### config.mk
export PLATFORM = sky130hd
export DESIGN_NAME = build_rule_tokenizer_core
export DESIGN_NICKNAME = d
export VERILOG_FILES = /design/src/rtl/core/brt_pkg.sv /design/src/rtl/core/brt_decode.sv /design/src/rtl/core/brt_result_fifo.sv /design/src/rtl/core/build_rule_tokenizer_core.sv
export SDC_FILE = /design/constraint.sdc
export NUM_CORES = 1
export LEC_CHECK = 0
export ABC_AREA = 1
export BUFFER_PORTS_ARGS = -buffer_cell sky130_fd_sc_hd__buf_4
export CORE_UTILIZATION = 61
export DETAILED_ROUTE_END_ITERATION = 7
export GPL_TIMING_DRIVEN = 0
export PLACE_DENSITY = 0.8
export SLEW_MARGIN = 15
export SYNTH_ARGS = -nofsm -noshare
export SYNTH_HDL_FRONTEND = slang
export SYNTH_SLANG_ARGS = --single-unit
### constraint.sdc
create_clock -name clk -period 4.2 [get_ports clk]
set_input_delay 0.42 -clock clk [delete_from_list [all_inputs] [get_ports clk]]
set_output_delay 0.42 -clock clk [all_outputs]
set_load 0.02 [all_outputs]
### src/rtl/core/brt_pkg.sv
// Shared types and constants for the build-rule tokenizer.
// No dependencies; imported by every module of the block.
package brt_pkg;

    localparam logic [7:0] CHAR_NL     = 8'h0A;
    localparam logic [7:0] CHAR_DOLLAR = 8'h24;
    localparam logic [7:0] CHAR_COLON  = 8'h3A;

    localparam logic [2:0] KIND_LIT   = 3'd0;
    localparam logic [2:0] KIND_VAR   = 3'd1;
    localparam logic [2:0] KIND_COLON = 3'd2;
    localparam logic [2:0] KIND_NL    = 3'd3;
    localparam logic [2:0] KIND_ERR   = 3'd4;

    // Result queue: 2**FIFO_AW entries
    localparam int FIFO_AW    = 2;
    localparam int FIFO_DEPTH = 1 << FIFO_AW;

    typedef enum logic [2:0] {
        MODE_IDLE   = 3'd0,
        MODE_LIT    = 3'd1,
        MODE_VAR    = 3'd2,
        MODE_DOLLAR = 3'd3,
        MODE_ERR    = 3'd4
    } brt_mode_t;

    typedef struct packed {
        logic [2:0] kind;
        logic       char_valid;
        logic [7:0] ch;
        logic       token_end;
        logic       run_last;
    } brt_result_t;

    typedef struct packed {
        logic has_data;
        logic room_two;
    } brt_fifo_stat_t;

endpackage

### src/rtl/core/brt_decode.sv
// Per-byte decode: classify one byte against the scan mode, produce up to
// two result beats and the next mode. Depends on brt_pkg.
module brt_decode (
    input  brt_pkg::brt_mode_t         mode,
    input  logic [7:0]                 text_byte,
    input  logic                       end_of_text,
    output brt_pkg::brt_result_t [1:0] res,
    output logic [1:0]                 res_count,
    output brt_pkg::brt_mode_t         mode_next
);
    import brt_pkg::*;

    function automatic brt_result_t mk(input logic [2:0] kind, input logic valid,
                                       input logic [7:0] ch, input logic tend);
        brt_result_t r;
        r.kind       = kind;
        r.char_valid = valid;
        r.ch         = valid ? ch : 8'h00;
        r.token_end  = tend;
        r.run_last   = 1'b0;
        return r;
    endfunction

    logic is_ws;
    logic is_letter;
    logic is_alnum;

    assign is_ws     = (text_byte == 8'h20) || (text_byte >= 8'h09 && text_byte <= 8'h0D);
    assign is_letter = (text_byte >= 8'h41 && text_byte <= 8'h5A)
                    || (text_byte >= 8'h61 && text_byte <= 8'h7A);
    assign is_alnum  = is_letter || (text_byte >= 8'h30 && text_byte <= 8'h39);

    always_comb
    begin
        logic       start_new;
        logic [1:0] cnt;
        start_new = 1'b0;
        cnt       = 2'd0;
        res       = '0;
        mode_next = mode;

        case (mode)
            MODE_IDLE:
            begin
                start_new = 1'b1;
            end
            MODE_LIT:
            begin
                if (is_ws || text_byte == CHAR_COLON)
                begin
                    res[cnt[0]] = mk(KIND_LIT, 1'b0, 8'h00, 1'b1);
                    cnt         = cnt + 2'd1;
                    mode_next   = MODE_IDLE;
                    start_new   = 1'b1;
                end
                else
                begin
                    res[cnt[0]] = mk(KIND_LIT, 1'b1, text_byte, end_of_text);
                    cnt         = cnt + 2'd1;
                end
            end
            MODE_VAR:
            begin
                if (is_alnum)
                begin
                    res[cnt[0]] = mk(KIND_VAR, 1'b1, text_byte, end_of_text);
                    cnt         = cnt + 2'd1;
                end
                else
                begin
                    res[cnt[0]] = mk(KIND_VAR, 1'b0, 8'h00, 1'b1);
                    cnt         = cnt + 2'd1;
                    mode_next   = MODE_IDLE;
                    start_new   = 1'b1;
                end
            end
            MODE_DOLLAR:
            begin
                if (is_letter)
                begin
                    res[0]    = mk(KIND_VAR, 1'b1, CHAR_DOLLAR, 1'b0);
                    res[1]    = mk(KIND_VAR, 1'b1, text_byte, end_of_text);
                    cnt       = 2'd2;
                    mode_next = MODE_VAR;
                end
                else
                begin
                    res[0]    = mk(KIND_ERR, 1'b0, 8'h00, 1'b1);
                    cnt       = 2'd1;
                    mode_next = MODE_ERR;
                end
            end
            default:
            begin
                // error mode and unused codes: drop the byte
            end
        endcase

        if (start_new)
        begin
            if (text_byte == CHAR_NL)
            begin
                res[cnt[0]] = mk(KIND_NL, 1'b1, text_byte, 1'b1);
                cnt         = cnt + 2'd1;
            end
            else if (is_ws)
            begin
                // skip whitespace between tokens
            end
            else if (text_byte == CHAR_COLON)
            begin
                res[cnt[0]] = mk(KIND_COLON, 1'b1, text_byte, 1'b1);
                cnt         = cnt + 2'd1;
            end
            else if (text_byte == CHAR_DOLLAR)
            begin
                if (end_of_text)
                begin
                    res[cnt[0]] = mk(KIND_ERR, 1'b0, 8'h00, 1'b1);
                    cnt         = cnt + 2'd1;
                end
                else
                begin
                    mode_next = MODE_DOLLAR;
                end
            end
            else
            begin
                res[cnt[0]] = mk(KIND_LIT, 1'b1, text_byte, end_of_text);
                cnt         = cnt + 2'd1;
                mode_next   = MODE_LIT;
            end
        end

        if (end_of_text)
        begin
            mode_next = MODE_IDLE;
        end

        if (cnt == 2'd2)
        begin
            res[1].run_last = 1'b1;
        end
        else if (cnt == 2'd1)
        begin
            res[0].run_last = 1'b1;
        end
        res_count = cnt;
    end

endmodule

### src/rtl/core/brt_result_fifo.sv
// Result queue: takes zero, one or two result beats per cycle, hands out
// one per cycle while popped. Depends on brt_pkg.
module brt_result_fifo (
    input  logic                       clk,
    input  logic                       rst_n,
    input  brt_pkg::brt_result_t [1:0] push_data,
    input  logic [1:0]                 push_count,
    input  logic                       pop,
    output brt_pkg::brt_result_t       head,
    output brt_pkg::brt_fifo_stat_t    stat
);
    import brt_pkg::*;

    localparam logic [FIFO_AW:0] ROOM_LIMIT = (FIFO_AW + 1)'(FIFO_DEPTH - 2);

    brt_result_t          mem [FIFO_DEPTH];
    logic [FIFO_AW-1:0]   wr_ptr_reg;
    logic [FIFO_AW-1:0]   rd_ptr_reg;
    logic [FIFO_AW:0]     count_reg;
    logic [FIFO_AW-1:0]   wr_ptr_next;
    logic [FIFO_AW-1:0]   rd_ptr_next;
    logic [FIFO_AW:0]     count_next;
    logic                 do_pop;

    assign do_pop        = pop && (count_reg != '0);
    assign wr_ptr_next   = wr_ptr_reg + FIFO_AW'(push_count);
    assign rd_ptr_next   = rd_ptr_reg + FIFO_AW'(do_pop);
    assign count_next    = count_reg + (FIFO_AW + 1)'(push_count) - (FIFO_AW + 1)'(do_pop);
    assign head          = mem[rd_ptr_reg];
    assign stat.has_data = (count_reg != '0);
    assign stat.room_two = (count_reg <= ROOM_LIMIT);

    always_ff @(posedge clk)
    begin
        if (push_count != 2'd0)
        begin
            mem[wr_ptr_reg] <= push_data[0];
        end
        if (push_count == 2'd2)
        begin
            mem[wr_ptr_reg + FIFO_AW'(1)] <= push_data[1];
        end
    end

    always_ff @(posedge clk or negedge rst_n)
    begin
        if (!rst_n)
        begin
            wr_ptr_reg <= '0;
            rd_ptr_reg <= '0;
            count_reg  <= '0;
        end
        else
        begin
            wr_ptr_reg <= wr_ptr_next;
            rd_ptr_reg <= rd_ptr_next;
            count_reg  <= count_next;
        end
    end

    a_count_bound: assert property (@(posedge clk) disable iff (!rst_n)
        count_reg <= (FIFO_AW + 1)'(FIFO_DEPTH))
        else $error("result queue count above depth");

    a_no_overflow: assert property (@(posedge clk) disable iff (!rst_n)
        (push_count != 2'd0) |-> (count_reg + (FIFO_AW + 1)'(push_count)
                                  <= (FIFO_AW + 1)'(FIFO_DEPTH)))
        else $error("result queue overflow");

    a_push_code: assert property (@(posedge clk) disable iff (!rst_n)
        push_count != 2'd3)
        else $error("more than two results pushed");

endmodule

### src/rtl/core/build_rule_tokenizer_core.sv
// Build-rule tokenizer top level: input register, scan mode, decode and
// result queue. Depends on brt_pkg, brt_decode, brt_result_fifo.
//
//  channel | direction | handshake             | payload
//  --------+-----------+-----------------------+---------------------------------------
//  input   | in        | in_valid / in_ready   | text_byte, end_of_text
//  output  | out       | out_valid / out_ready | token_kind, char_valid, out_char,
//          |           |                       | token_end, run_last
//
// One text byte enters per cycle while in_ready is high. A byte reaches the
// input register on its beat, is decoded against the scan mode once the queue
// can take two beats and leaves 0..2 result beats in a 4-entry queue, whose
// head is presented on the output until taken.
// Sustained rate is one byte per cycle while results
// are taken, bounded by the output port's one result beat per cycle.
// in_ready drops only while the input register holds a byte and the queue
// has fewer than two free entries. Reset clears the mode to idle and
// empties the input register and the queue.
module build_rule_tokenizer_core (
    input  logic       clk,
    input  logic       rst_n,
    input  logic       in_valid,
    output logic       in_ready,
    input  logic [7:0] text_byte,
    input  logic       end_of_text,
    output logic       out_valid,
    input  logic       out_ready,
    output logic [2:0] token_kind,
    output logic       char_valid,
    output logic [7:0] out_char,
    output logic       token_end,
    output logic       run_last
);
    import brt_pkg::*;

    // Input register: one byte beat waiting for decode
    logic             in_valid_reg;
    logic [7:0]       in_byte_reg;
    logic             in_eot_reg;

    brt_mode_t        mode_reg;
    brt_mode_t        mode_next;

    brt_result_t [1:0] dec_res;
    logic [1:0]        dec_count;
    brt_result_t       head;
    brt_fifo_stat_t    qstat;

    logic             consume;
    logic [1:0]       push_count;

    // Decode the held byte only when the queue can take two beats
    assign consume    = in_valid_reg && qstat.room_two;
    assign in_ready   = !in_valid_reg || consume;
    assign push_count = consume ? dec_count : 2'd0;

    brt_decode u_decode (
        .mode        (mode_reg),
        .text_byte   (in_byte_reg),
        .end_of_text (in_eot_reg),
        .res         (dec_res),
        .res_count   (dec_count),
        .mode_next   (mode_next)
    );

    brt_result_fifo u_fifo (
        .clk        (clk),
        .rst_n      (rst_n),
        .push_data  (dec_res),
        .push_count (push_count),
        .pop        (out_ready),
        .head       (head),
        .stat       (qstat)
    );

    // Present the queue head; it holds until popped
    assign out_valid  = qstat.has_data;
    assign token_kind = head.kind;
    assign char_valid = head.char_valid;
    assign out_char   = head.ch;
    assign token_end  = head.token_end;
    assign run_last   = head.run_last;

    // Payload of the input register: load on each input beat
    always_ff @(posedge clk)
    begin
        if (in_valid && in_ready)
        begin
            in_byte_reg <= text_byte;
            in_eot_reg  <= end_of_text;
        end
    end

    // Control: input register occupancy and scan mode
    always_ff @(posedge clk or negedge rst_n)
    begin
        if (!rst_n)
        begin
            in_valid_reg <= 1'b0;
            mode_reg     <= MODE_IDLE;
        end
        else
        begin
            if (in_valid && in_ready)
            begin
                in_valid_reg <= 1'b1;
            end
            else if (consume)
            begin
                in_valid_reg <= 1'b0;
            end
            if (consume)
            begin
                mode_reg <= mode_next;
            end
        end
    end

    a_eot_idle: assert property (@(posedge clk) disable iff (!rst_n)
        (consume && in_eot_reg) |=> (mode_reg == MODE_IDLE))
        else $error("mode not idle after end of text");

    a_mode_hold: assert property (@(posedge clk) disable iff (!rst_n)
        !consume |=> $stable(mode_reg))
        else $error("mode changed without a decoded byte");

    a_two_needs_dollar: assert property (@(posedge clk) disable iff (!rst_n)
        (consume && dec_count == 2'd2) |-> (mode_reg != MODE_IDLE))
        else $error("two results from a byte decoded in idle mode");

endmodule
* Word-level counts from Yosys, hierarchy flattened
Memory sizes are Yosys's and may differ from the RTL's. Cells that the tools add are included.
Cells by class: add/subtract/negate cells 6, $mul 0, divide/modulo/power cells 0, magnitude comparators 11, equal/unequal tests 10, shifts and indexed selects 0, mux-type cells 48, bitwise operators 3, reduce and logical (&&, ||, !) cells 19
Operator list (count):
- 2-to-1 mux 28 bit | 6
- bitwise mux 28 bit | 3
- one-hot mux 14 bit (3 select lines) | 1
- 2-to-1 mux 14 bit | 2
- AND 24 bit | 1
- equality test 8 x 6 -> 1 bit (second input constant) | 3
- 2-to-1 mux 12 bit | 2
- 2-to-1 mux 3 bit | 8
- NOT 24 bit | 1
- 2-to-1 mux 11 bit | 2
- 2-to-1 mux 2 bit | 9
- >= comparator 8 x 7 -> 1 bit (second input constant) | 2
- less-or-equal comparator 8 x 7 -> 1 bit (second input constant) | 2
- demux 14 bit (select 1 bit) | 1
- 2-to-1 mux 1 bit | 11
- one-hot mux 3 bit (3 select lines) | 1
- equality test 8 x 4 -> 1 bit (second input constant) | 1
- >= comparator 8 x 4 -> 1 bit (second input constant) | 1
- >= comparator 8 x 6 -> 1 bit (second input constant) | 1
- less-or-equal comparator 8 x 4 -> 1 bit (second input constant) | 1
- less-or-equal comparator 8 x 6 -> 1 bit (second input constant) | 1
- logical AND 1 bit | 8
- equality test 3 x 2 -> 1 bit (second input constant) | 2
- logical OR 1 bit | 5
- other kinds (19) | 22
Word-level totals: bits in registers 20, latch bits 0, memory bits (writable) 56, ROM bits 0, input port bits 13, output and inout bits 16, word-level logic and storage cells 105, memories 1
Memory list:
- u_fifo.mem | depth 4, bits a word 14, rd ports 1, clocked after memory_dff 0, wr ports 2, line brt_result_fifo.sv:16 | brt_result_t mem [FIFO_DEPTH];

* Longest topological paths before layout
Gate-level depths: netlist (run 1).
word-level depth 19, mapped depth 20, mapped depth without buffers 20

* Hierarchy
A second synthesis (run 1) with hierarchy kept.
Second synthesis, totals: cell total of the unflattened synthesis 563, area total of the unflattened synthesis 4660.7 um2
By module, submodules not included:
- brt_result_fifo | times used 1, cells each 346, area an instance 3274.4 um2, sequential area each 1856.8 um2
- brt_decode | times used 1, cells each 185, area an instance 937.1 um2, sequential area each 0.0 um2
- build_rule_tokenizer_core | times used 1, cells each 32, area an instance 449.2 um2, sequential area each 370.4 um2

* Worst setup path after synthesis (run 1)
OpenSTA, ideal clock, no wires.
path type register -> register, from reg in_byte_reg[2], to reg u_fifo.count_reg[2], data arrival time 2.872 ns, required time 4.071 ns, path slack 1.199 ns, stages on the path, launching flop included 21, buffers on the path 0, clock period less this slack 3.001 ns, path through edfxtp_1 nor2_1 inv_1 nand3_1 nand3_2 nand2_1 nand3b_2 ha_1 inv_1 nor2_1 o21ai_1 nand2_2 nand2_2 nand2_4 nand2_1 inv_1 ha_1 inv_1 fa_1 xnor2_1 xor2_1
Between the ends: longest elaborated chain between the ends 15, elaborated cells between the ends (all ways) 35, classes of those cells add/sub (3); order compare (8); eq/ne (4); mux (12); reduce/logical (8)
RTL lines:
- from (decl) | line build_rule_tokenizer_core.sv:38 | logic [7:0] in_byte_reg;
- from (signal assigned) | line build_rule_tokenizer_core.sv:89 | in_byte_reg <= text_byte;
- >= comparator 8 x 7 -> 1 bit, or another cell as far along | line brt_decode.sv:29 | assign is_letter = (text_byte >= 8'h41 && text_byte <= 8'h5A)
- logical AND 1 bit, on equally long branches | line brt_decode.sv:29, brt_decode.sv:30
- logical OR 1 bit | line brt_decode.sv:30 | || (text_byte >= 8'h61 && text_byte <= 8'h7A);
- 2-to-1 mux 2 bit | line brt_decode.sv:79 | if (is_letter)
- one-hot mux 2 bit (2 select lines) | line brt_decode.sv:42 | case (mode)
- adder 2 x 1 -> 2 bit
- 2-to-1 mux 2 bit | line brt_decode.sv:117 | if (end_of_text)
- 2-to-1 mux 2 bit | line brt_decode.sv:115 | else if (text_byte == CHAR_DOLLAR)
- 2-to-1 mux 2 bit | line brt_decode.sv:110 | else if (text_byte == CHAR_COLON)
- 2-to-1 mux 2 bit | line brt_decode.sv:106 | else if (is_ws)
- 2-to-1 mux 2 bit | line brt_decode.sv:101 | if (text_byte == CHAR_NL)
- 2-to-1 mux 2 bit (*) | line brt_decode.sv:99 | if (start_new)
- 2-to-1 mux 2 bit (*) | line build_rule_tokenizer_core.sv:55 | assign push_count = consume ? dec_count : 2'd0;
- adder 3 x 2 -> 3 bit (*) | line brt_result_fifo.sv:28 | assign count_next = count_reg + (FIFO_AW + 1)'(push_count) - (FIFO_AW + 1)'(do_pop);
- subtractor 3 x 1 -> 3 bit (*) | line brt_result_fifo.sv:28
- net u_fifo.count_next[2] | line brt_result_fifo.sv:22 | logic [FIFO_AW:0] count_next;
- to (signal assigned) | line brt_result_fifo.sv:57 | count_reg <= count_next;
- to (decl) | line brt_result_fifo.sv:19 | logic [FIFO_AW:0] count_reg;
Mark *: on every way through the listed nets, which the timed path passes. The rest lies on a longest branch. A chain may end at the register's enable or synchronous reset.

==> results of run 1 <==
[layer usage]
metal  vias up  global-route usage [%]  wire length (µm)
met5         -                       0                 0
met3        24                   7.333               932
met2       221                   51.23              5354
met4         0                   17.88               279
met1      1764                   38.02              4255
li1       1788                       -                 -
[stage by stage]
| stage | area, µm² | total power (W) | hold slack, ns | std cells | utilization (%) |
|---|---|---|---|---|---|
| floorplan | 4323 | 0.002538 | 0.1244 | 505 | - |
| global placement | 4653 | 0.003098 | 0.2602 | 629 | 68.11 |
| detailed placement | 4653 | 0.003166 | 0.2603 | 629 | 68.11 |
| CTS | 4903 | 0.003839 | 0.2262 | 646 | 71.78 |
| global route | 4903 | 0.004093 | 0.2152 | 646 | 71.78 |
| finish | 4903 | 0.003869 | 0.2323 | 646 | 71.78 |
[critical path, cell delays in order (launching register included)]
cell	delay, ns
edfxtp_1	0.51
nor2_1	0.17
inv_1	0.07
nand3_1	0.09
nand3_2	0.14
nand2_1	0.15
nand3b_2	0.21
ha_1	0.37
nor2_1	0.11
inv_1	0.04
nand3_1	0.15
inv_2	0.06
a21oi_4	0.19
nand3_2	0.21
nand2_1	0.64
[path summary, 6_finish.rpt]
kind                                   endpoint                 from
min reg2reg                 u_fifo.count_reg[2]  u_fifo.count_reg[2]
max                            u_fifo.mem[1][7]       in_byte_reg[0]
min                              in_byte_reg[4]         text_byte[4]
max in group asynchronous  u_fifo.rd_ptr_reg[1]                rst_n
min in group asynchronous   u_fifo.count_reg[2]                rst_n
max reg2reg                    u_fifo.mem[1][7]       in_byte_reg[0]
[where the power goes]
group          switching [W]  total (W)  internal [W]
Combinational        0.00133    0.00191      0.000582
Clock               0.000287   0.000683      0.000396
Sequential          0.000115    0.00127       0.00116
Total                0.00173    0.00387       0.00214
[cell families after synthesis]
| kind of cell | count (synthesis) | share of synthesized area, % |
|---|---|---|
| AND/OR/NAND/NOR | 285 | 29.84 |
| flip-flops | 76 | 51.52 |
| AO/OA/AOI/OAI | 67 | 8.886 |
| buffers and inverters | 65 | 6.541 |
| adder cells (fa/ha/maj) | 7 | 2.200 |
| XOR/XNOR | 5 | 1.013 |
[layout by cell type (no fill, tap or decap), types with 11 or more instances in the layout]
cell	count
a21oi_1	12
clkbuf_1	11
edfxtp_1	65
nor2_1	60
o22ai_1	15
nand3_1	64
nand2_1	135
dfrtp_1	11
inv_1	36
buf_4	28
o21ai_0	31
[what timing repair did]
item                                   CTS  global route
hold buffers                             1             0
endpoints found under the hold margin   11             0
resized for setup                        0             0
[layout make-up]
type | count | area (µm²) | area share (%)
flip-flops and latches | 76 | 2227 | 45.42
multi-input cells | 364 | 1813 | 36.97
repair buffers | 29 | 220.2 | 4.491
inverters | 48 | 180.2 | 3.674
clock buffers | 10 | 127.6 | 2.603
well taps | 96 | 120.1 | 2.450
clock inverters | 6 | 112.6 | 2.297
plain buffers | 17 | 102.6 | 2.092
==> results.yml, run 1 <==
final_layout:
  n_antenna_cell: 0
  largest_reg_flops: 56
  nFillCells: 510
  layout.nets: 565
  post_route_cells_drive_above_1_share_pct: 14.91
  synthToLayoutAreaGrowth_pct: 13.43
logic_synthesis:
  synth_area_leaders: "edfxtp_1 45%, nand2_1 12%, nand3_1 7.4%"
  synth_area_leader_cell: "edfxtp_1"
  synthFlopType: "edfxtp_1"
  synth.top_cell.area_share_pct: 45.15
  synth_edf_count: 65
  synth_cell_types: 34
  synth_area_mm2: 0.004323
  synth-seq-cells: 76
  ys_seq_area_share_pct: 51.52
  synthCells: 505
  yosysMostFrequentCell: "nand2_1"
  ys_top_cells_by_count: "135 x nand2_1, 65 x edfxtp_1, 64 x nand3_1, 60 x nor2_1, 36 x inv_1"
  yosysWarnings: 0
  postSynthAreaPerCell_um2: 8.560
  async_flop_share_pct: 14.47
  synth_fp_nets: 525
clocking:
  clk_pin_slew_ns: 0.08
  cts-buffers-inserted: 9
  cts_tree: "done"
  clk_latency_ns: 0.36
  postCtsSetupBuffers: 0
  cts_root_buffer: "clkbuf_8"
  h-tree-depth: 3
  clk_path_buf_depth: 2
  cts_sinks: 76
timing:
  worst_slew_pin_slew_ns: 0.8342
  finalSetupTns_ns: 0
  hold_viol_final: 0
  rsz0062_at_grt: "no"
  setup_slack_ns: 0.7122
  period_minus_slack_ns: 3.488
  setup-violations-final: 0
  fmax_mhz: 286.7
  fin_skew_ns: 0.01448
  finalCritPeriodShare_pct: 83.04
  relSlewSlack_pct: 44.39
  drv_slew: 0
worst_setup_path:
  worstSetupEndpointType: "flip-flop"
  crit_path_start_kind: "flip-flop"
  r2r_slack_ns: 0.71
  worstPathMaxFanout: 14
  crit_required_ns: 4.19
  arrival_ns: 3.47
  r2r_cells: 14
  crit_type: "flip-flop to flip-flop"
drt:
  vias_per_cell: 5.878
  drt_wl_total_um: 10820
  first_pass_iters: 5
  vias: 3797
  dr.first_iter.drc_count: 438
  wl_per_cell_um: 16.75
  detail-route-antenna-nets: 0
  drc: 0
floorplan:
  die_h_um: 86.18
  dieWidth_um: 86.18
  core.rowCount: 30
  start_util_pct: 63.28
  die_area_mm2: 0.007427
  core_area_mm2: 0.006832
  ios: 29
placed_design:
  gp_congestion: 0.9772
  numPortBuffers: 28
  dp_slack_ns: 0.7615
  dp_hpwl_um: 7647
global_routing:
  grt_pass1_vias: 3605
  grt_max_degree: 15
  antenna_found_initial: 0
  grt_pass1_wl_um: 17150
  grt_usage_pct: 31.20
  overflow: 0
flow_run:
  drv_cap: 0
status:
  status: "complete, no violations"
pwr:
  power_density_mw_per_mm2: 789.1
  p_leak_nw: 2.211
  ir_worst_vdd_mv: 0.4493
hold_path:
  holdPathStages: 1
  hp-class: "input port to flip-flop"
No activity file was read; power rests on OpenSTA's default activity.
==> inputs of run 2 (changes only) <==
CORE_UTILIZATION = 55   (was 61)
PLACE_DENSITY = 0.76   (was 0.8)
clock period = 2.89 ns   (was 4.2 ns; I/O delays follow)
==> run 2 against run 1 <==
First-iteration DRC count increased by 15%; design area increased by 5.9%; setup slack got worse by 0.68 ns; sequential power increased by 45%; non-clock buffer count increased by 15; sequential share of layout area decreased by 2.5 points; clock power increased by 42%; register-to-register slack got worse by 0.68 ns; critical endpoint is now u_fifo.mem[1][9]; largest power group unchanged.
==> results.yml, run 2 (same netlist as run 1, synthesis figures left out) <==
final_layout:
  most-common-layout-cells: "128 x nand2_1, 65 x edfxtp_1, 63 x nand3_1, 56 x nor2_1, 43 x buf_4"
  largest_reg_flops: 56
  post_route_cells_drive_above_1_share_pct: 20.88
  fin_area_mm2: 0.005195
  synthToLayoutAreaGrowth_pct: 20.17
  n_antenna_cell: 0
  layout.nets: 580
  instances_no_fill: 664
  nFillCells: 576
  layout_commonest_cell: "nand2_1"
  final_core_util_pct: 70.12
drt:
  vias_per_cell: 5.783
  vias: 3840
  drt_wl_total_um: 11550
  drc: 0
  dr.first_iter.drc_count: 505
  first_pass_iters: 5
  wl_per_cell_um: 17.39
  detail-route-antenna-nets: 0
placed_design:
  gp_congestion: 0.9387
  placedInstanceArea_mm2: 0.004683
  dp_hpwl_um: 7734
  placed_cells_incl_taps: 632
  numPortBuffers: 28
global_routing:
  grt_pass1_wl_um: 17830
  grt_usage_pct: 28.67
  grt_use_met3_pct: 6.650
  grt_pass1_vias: 3551
  grt_max_degree: 15
  met1_usage_pct: 37.03
  grt-busiest-layer: "met2"
  overflow: 0
  antenna_found_initial: 0
  grt.met2_usage_pct: 45.83
worst_setup_path:
  r2r_cells: 15
  crit_required_ns: 2.95
  timing.rr.start: "in_byte_reg[0]"
  worstSetupEndpointType: "flip-flop"
  worstPathMaxFanout: 14
  crit_type: "flip-flop to flip-flop"
  worstSetupEndpoint: "u_fifo.mem[1][9]"
  rr_endpoint: "u_fifo.mem[1][9]"
  arrival_ns: 2.92
  cp-startpoint: "in_byte_reg[0]"
  crit_path_start_kind: "flip-flop"
  r2r_slack_ns: 0.03
timing:
  fmax_mhz: 349.9
  rsz0062_at_grt: "yes"
  setup-violations-final: 0
  fin_skew_ns: 0.007203
  drv_slew: 0
  relSlewSlack_pct: 40.95
  period_minus_slack_ns: 2.858
  hold_viol_final: 0
  worst_slew_pin_slew_ns: 0.8858
  finalCritPeriodShare_pct: 98.88
floorplan:
  ios: 29
  dieWidth_um: 90.66
  die_h_um: 90.66
  core_area_mm2: 0.007408
  core.rowCount: 31
  die_area_mm2: 0.008218
  start_util_pct: 58.35
clocking:
  cts-buffers-inserted: 9
  clk_pin_slew_ns: 0.07
  h-tree-depth: 3
  cts_root_buffer: "clkbuf_8"
  clk_latency_ns: 0.36
  clk_path_buf_depth: 2
  cts_tree: "done"
  cts_sinks: 76
pwr:
  ir_worst_vdd_mv: 0.7287
  power_density_mw_per_mm2: 1146
  p_leak_nw: 2.301
hold_path:
  hp-class: "input port to flip-flop"
  hold_start: "text_byte[4]"
status:
  status: "complete, no violations"
flow_run:
  drv_cap: 0
run 2: what timing repair did:
action / 4_1_cts / 5_1_grt
buffers inserted: 9 / 6
endpoints found under the setup margin: 58 / 58
hold buffers: 1 / 0
endpoints found under the hold margin: 11 / 0
pin swaps: 5 / 14
gates resized for setup: 13 / 20
gates cloned: 0 / 0
run 2: cell type report:
class                      instances  area, µm²  area share, %
buffer                            17      102.6          1.975
tap                               99      123.9          2.384
clock buffer                       9      123.9          2.384
inverter                          48      182.7          3.516
clock inverter                     7      115.1          2.216
multi-input combinational        364       1987          38.25
timing repair buffer              44      332.8          6.407
sequential                        76       2227          42.87
run 2: worst max-delay path, stage by stage, from the launching register on:
cell      delay, ns
edfxtp_1       0.43
buf_4          0.17
nor2_4         0.10
nand4_1        0.15
nand3_4        0.13
nand2_4        0.06
nand3b_4       0.11
ha_4           0.21
inv_2          0.05
nor2_2         0.03
o21ai_1        0.13
nand2_2        0.08
buf_4          0.14
a21oi_4        0.21
nand3_2        0.29
nand2_8        0.26
run 2: how the worst min path moves through the flow:
stage               slack (ns)  depth (start not counted)                   end
floorplan               -0.007                          0          in_valid_reg
global placement          0.13                          1  u_fifo.rd_ptr_reg[1]
detailed placement        0.13                          1  u_fifo.rd_ptr_reg[1]
CTS                       0.09                          1        in_byte_reg[7]
global route              0.09                          1        in_byte_reg[5]
finish                    0.10                          1        in_byte_reg[4]
run 2: layer usage:
layer,vias up,wire (µm)
li1,1811,-
met1,1784,4535
met2,212,5707
met3,33,961
met4,0,342
met5,-,0
run 2: where the power goes:
group | switching, W | leakage [nW] | total (W) | internal [W]
clock | 0.000401 | 0.117 | 0.000971 | 0.000570
combinational | 0.00211 | 1.45 | 0.00315 | 0.00104
sequential | 0.000159 | 0.731 | 0.00184 | 0.00168
run 2: metrics by stage:
stage | worst slack, ns | power (W) | TNS, ns | hold WS (ns)
6_report | 0.03222 | 0.005953 | 0 | 0.1022
5_1_grt | -0.1032 | 0.006294 | -2.723 | 0.08608
4_1_cts | 0.005824 | 0.005724 | 0 | 0.09448
3_5_place_dp | -0.4785 | 0.004647 | -25.13 | 0.1287
3_3_place_gp | -0.3738 | 0.004537 | -20.14 | 0.1288
2_1_floorplan | 0.03476 | 0.003715 | 0 | -0.006591
==> inputs of run 3 (changes only) <==
RECOVER_POWER = 100   (was unset)
==> run 3 against run 2 <==
Count of clock-buffer cells in the layout unchanged; global-route usage is the same; critical path depth unchanged; hold slack improved by 0.018 ns; register-to-register slack is essentially flat; sequential share of layout area increased by 0.37 points; power decreased by 1.5%; largest cell class unchanged; largest power group unchanged.
==> results.yml, run 3 (same netlist as run 1, synthesis figures left out) <==
status:
  status: "complete, no violations"
drt:
  vias: 3925
  wl_per_cell_um: 17.56
  drc: 0
  drt_wl_total_um: 11660
  detail-route-antenna-nets: 0
  first_pass_iters: 6
  vias_per_cell: 5.911
  dr.first_iter.drc_count: 455
placed_design:
  numPortBuffers: 28
  dp_slack_ns: -0.4785
  dp_hpwl_um: 7734
  gp_congestion: 0.9387
  placed_cells_incl_taps: 632
global_routing:
  antenna_found_initial: 0
  grt_max_degree: 15
  overflow: 0
  grt_pass1_vias: 3551
  grt_pass1_wl_um: 17830
  grt_usage_pct: 28.67
pwr:
  ir_worst_vdd_mv: 0.6945
  p_leak_nw: 2.256
  power_density_mw_per_mm2: 1139
worst_setup_path:
  crit_type: "flip-flop to flip-flop"
  rr_endpoint: "u_fifo.mem[2][9]"
  arrival_ns: 2.93
  worstSetupEndpointType: "flip-flop"
  crit_required_ns: 2.95
  r2r_slack_ns: 0.02
  crit_path_start_kind: "flip-flop"
  timing.rr.start: "in_byte_reg[0]"
  r2r_cells: 15
  worstPathMaxFanout: 14
timing:
  relSlewSlack_pct: 41.67
  setup-violations-final: 0
  worst_slew_pin_slew_ns: 0.8749
  drv_slew: 0
  setup_slack_ns: 0.02371
  fmax_mhz: 348.9
  period_minus_slack_ns: 2.866
  fin_skew_ns: 0.007883
  finalCritPeriodShare_pct: 99.18
  rsz0062_at_grt: "yes"
  hold_viol_final: 0
  holdWs_ns: 0.1204
clocking:
  cts_root_buffer: "clkbuf_8"
  clk_latency_ns: 0.37
  clk_path_buf_depth: 2
  cts-buffers-inserted: 9
  h-tree-depth: 3
  cts_sinks: 76
  clk_pin_slew_ns: 0.07
  cts_tree: "done"
hold_path:
  hp-class: "input port to flip-flop"
  min_to: "in_byte_reg[1]"
  hold_start: "text_byte[1]"
  holdPathStages: 1
floorplan:
  dieWidth_um: 90.66
  start_util_pct: 58.35
  ios: 29
  die_h_um: 90.66
  die_area_mm2: 0.008218
  core_area_mm2: 0.007408
  core.rowCount: 31
final_layout:
  synthToLayoutAreaGrowth_pct: 19.13
  most-common-layout-cells: "128 x nand2_1, 65 x edfxtp_1, 63 x nand3_1, 56 x nor2_1, 32 x inv_1"
  post_route_cells_drive_above_1_share_pct: 18.76
  largest_reg_flops: 56
  final_core_util_pct: 69.52
  layout.nets: 580
  layout_commonest_cell: "nand2_1"
  instances_no_fill: 664
  n_antenna_cell: 0
flow_run:
  drv_cap: 0
-- run 3: changes by cell type in the layout (fill, tap and decap cells not counted) --
cell,previous run,this run
clkbuf_1,10,22
clkbuf_4,0,9
buf_4,43,22
-- run 3: per-layer routing --
| metal | track usage [%] | vias to the layer above | share of wire [%] |
|---|---|---|---|
| met5 | 0 | - | 0 |
| met4 | 13.04 | 0 | 3.0 |
| met3 | 6.650 | 46 | 8.9 |
| met2 | 45.83 | 234 | 49 |
| met1 | 37.03 | 1827 | 39 |
| li1 | - | 1818 | - |
-- run 3: layout make-up --
| class | instances | area (µm²) |
|---|---|---|
| fill | 590 | 2258 |
| timing repair buffer | 44 | 287.8 |
| sequential | 76 | 2227 |
| buffer | 17 | 102.6 |
| multi-input combinational | 364 | 1987 |
| inverter | 48 | 182.7 |
| clock buffer | 9 | 123.9 |
| clock inverter | 7 | 115.1 |
| tap | 99 | 123.9 |
-- run 3: how the worst max path moves through the flow --
stage,startpoint,endpoint,slack [ns]
finish,in_byte_reg[0],u_fifo.mem[2][9],0.02
floorplan,in_byte_reg[2],u_fifo.count_reg[2],0.03
global route,in_byte_reg[2],u_fifo.count_reg[2],-0.10
CTS,in_byte_reg[2],u_fifo.count_reg[2],0.006
detailed placement,in_byte_reg[0],u_fifo.mem[0][3],-0.48
global placement,in_byte_reg[0],u_fifo.mem[0][3],-0.37
-- run 3: per-stage QoR --
step,total power [W],area [µm²],TNS [ns]
5_1_grt,0.006192,5150,-2.723
4_1_cts,0.005724,5047,0
6_report,0.005865,5150,0
2_1_floorplan,0.003715,4349,0
3_5_place_dp,0.004647,4683,-25.13
3_3_place_gp,0.004537,4683,-20.14
-- run 3: critical path, stage by stage, from the launching register on --
cell and delay [ns]:
edfxtp_1 0.43, buf_4 0.17, nor2_4 0.11, nand4_1 0.15, nand3_4 0.13, nand2_4 0.06
nand3b_4 0.11, ha_4 0.21, inv_2 0.05, nor2_2 0.03, o21ai_1 0.13, nand2_2 0.08
buf_4 0.14, a21oi_4 0.21, nand3_2 0.29, nand2_8 0.27
-- run 3: power breakdown --
| part | total (W) | internal, W | switching (W) |
|---|---|---|---|
| Clock | 0.000976 | 0.000570 | 0.000406 |
| Combinational | 0.00305 | 0.000941 | 0.00211 |
| Sequential | 0.00184 | 0.00168 | 0.000159 |
| Total | 0.00586 | 0.00319 | 0.00268 |
-- run 3: timing repair --
item	4_1_cts	5_1_grt
setup buffers	9	6
endpoints found under the hold margin	11	0
pin swaps	5	14
gates resized for setup	13	20
hold buffers	1	0
endpoints found under the setup margin	58	58
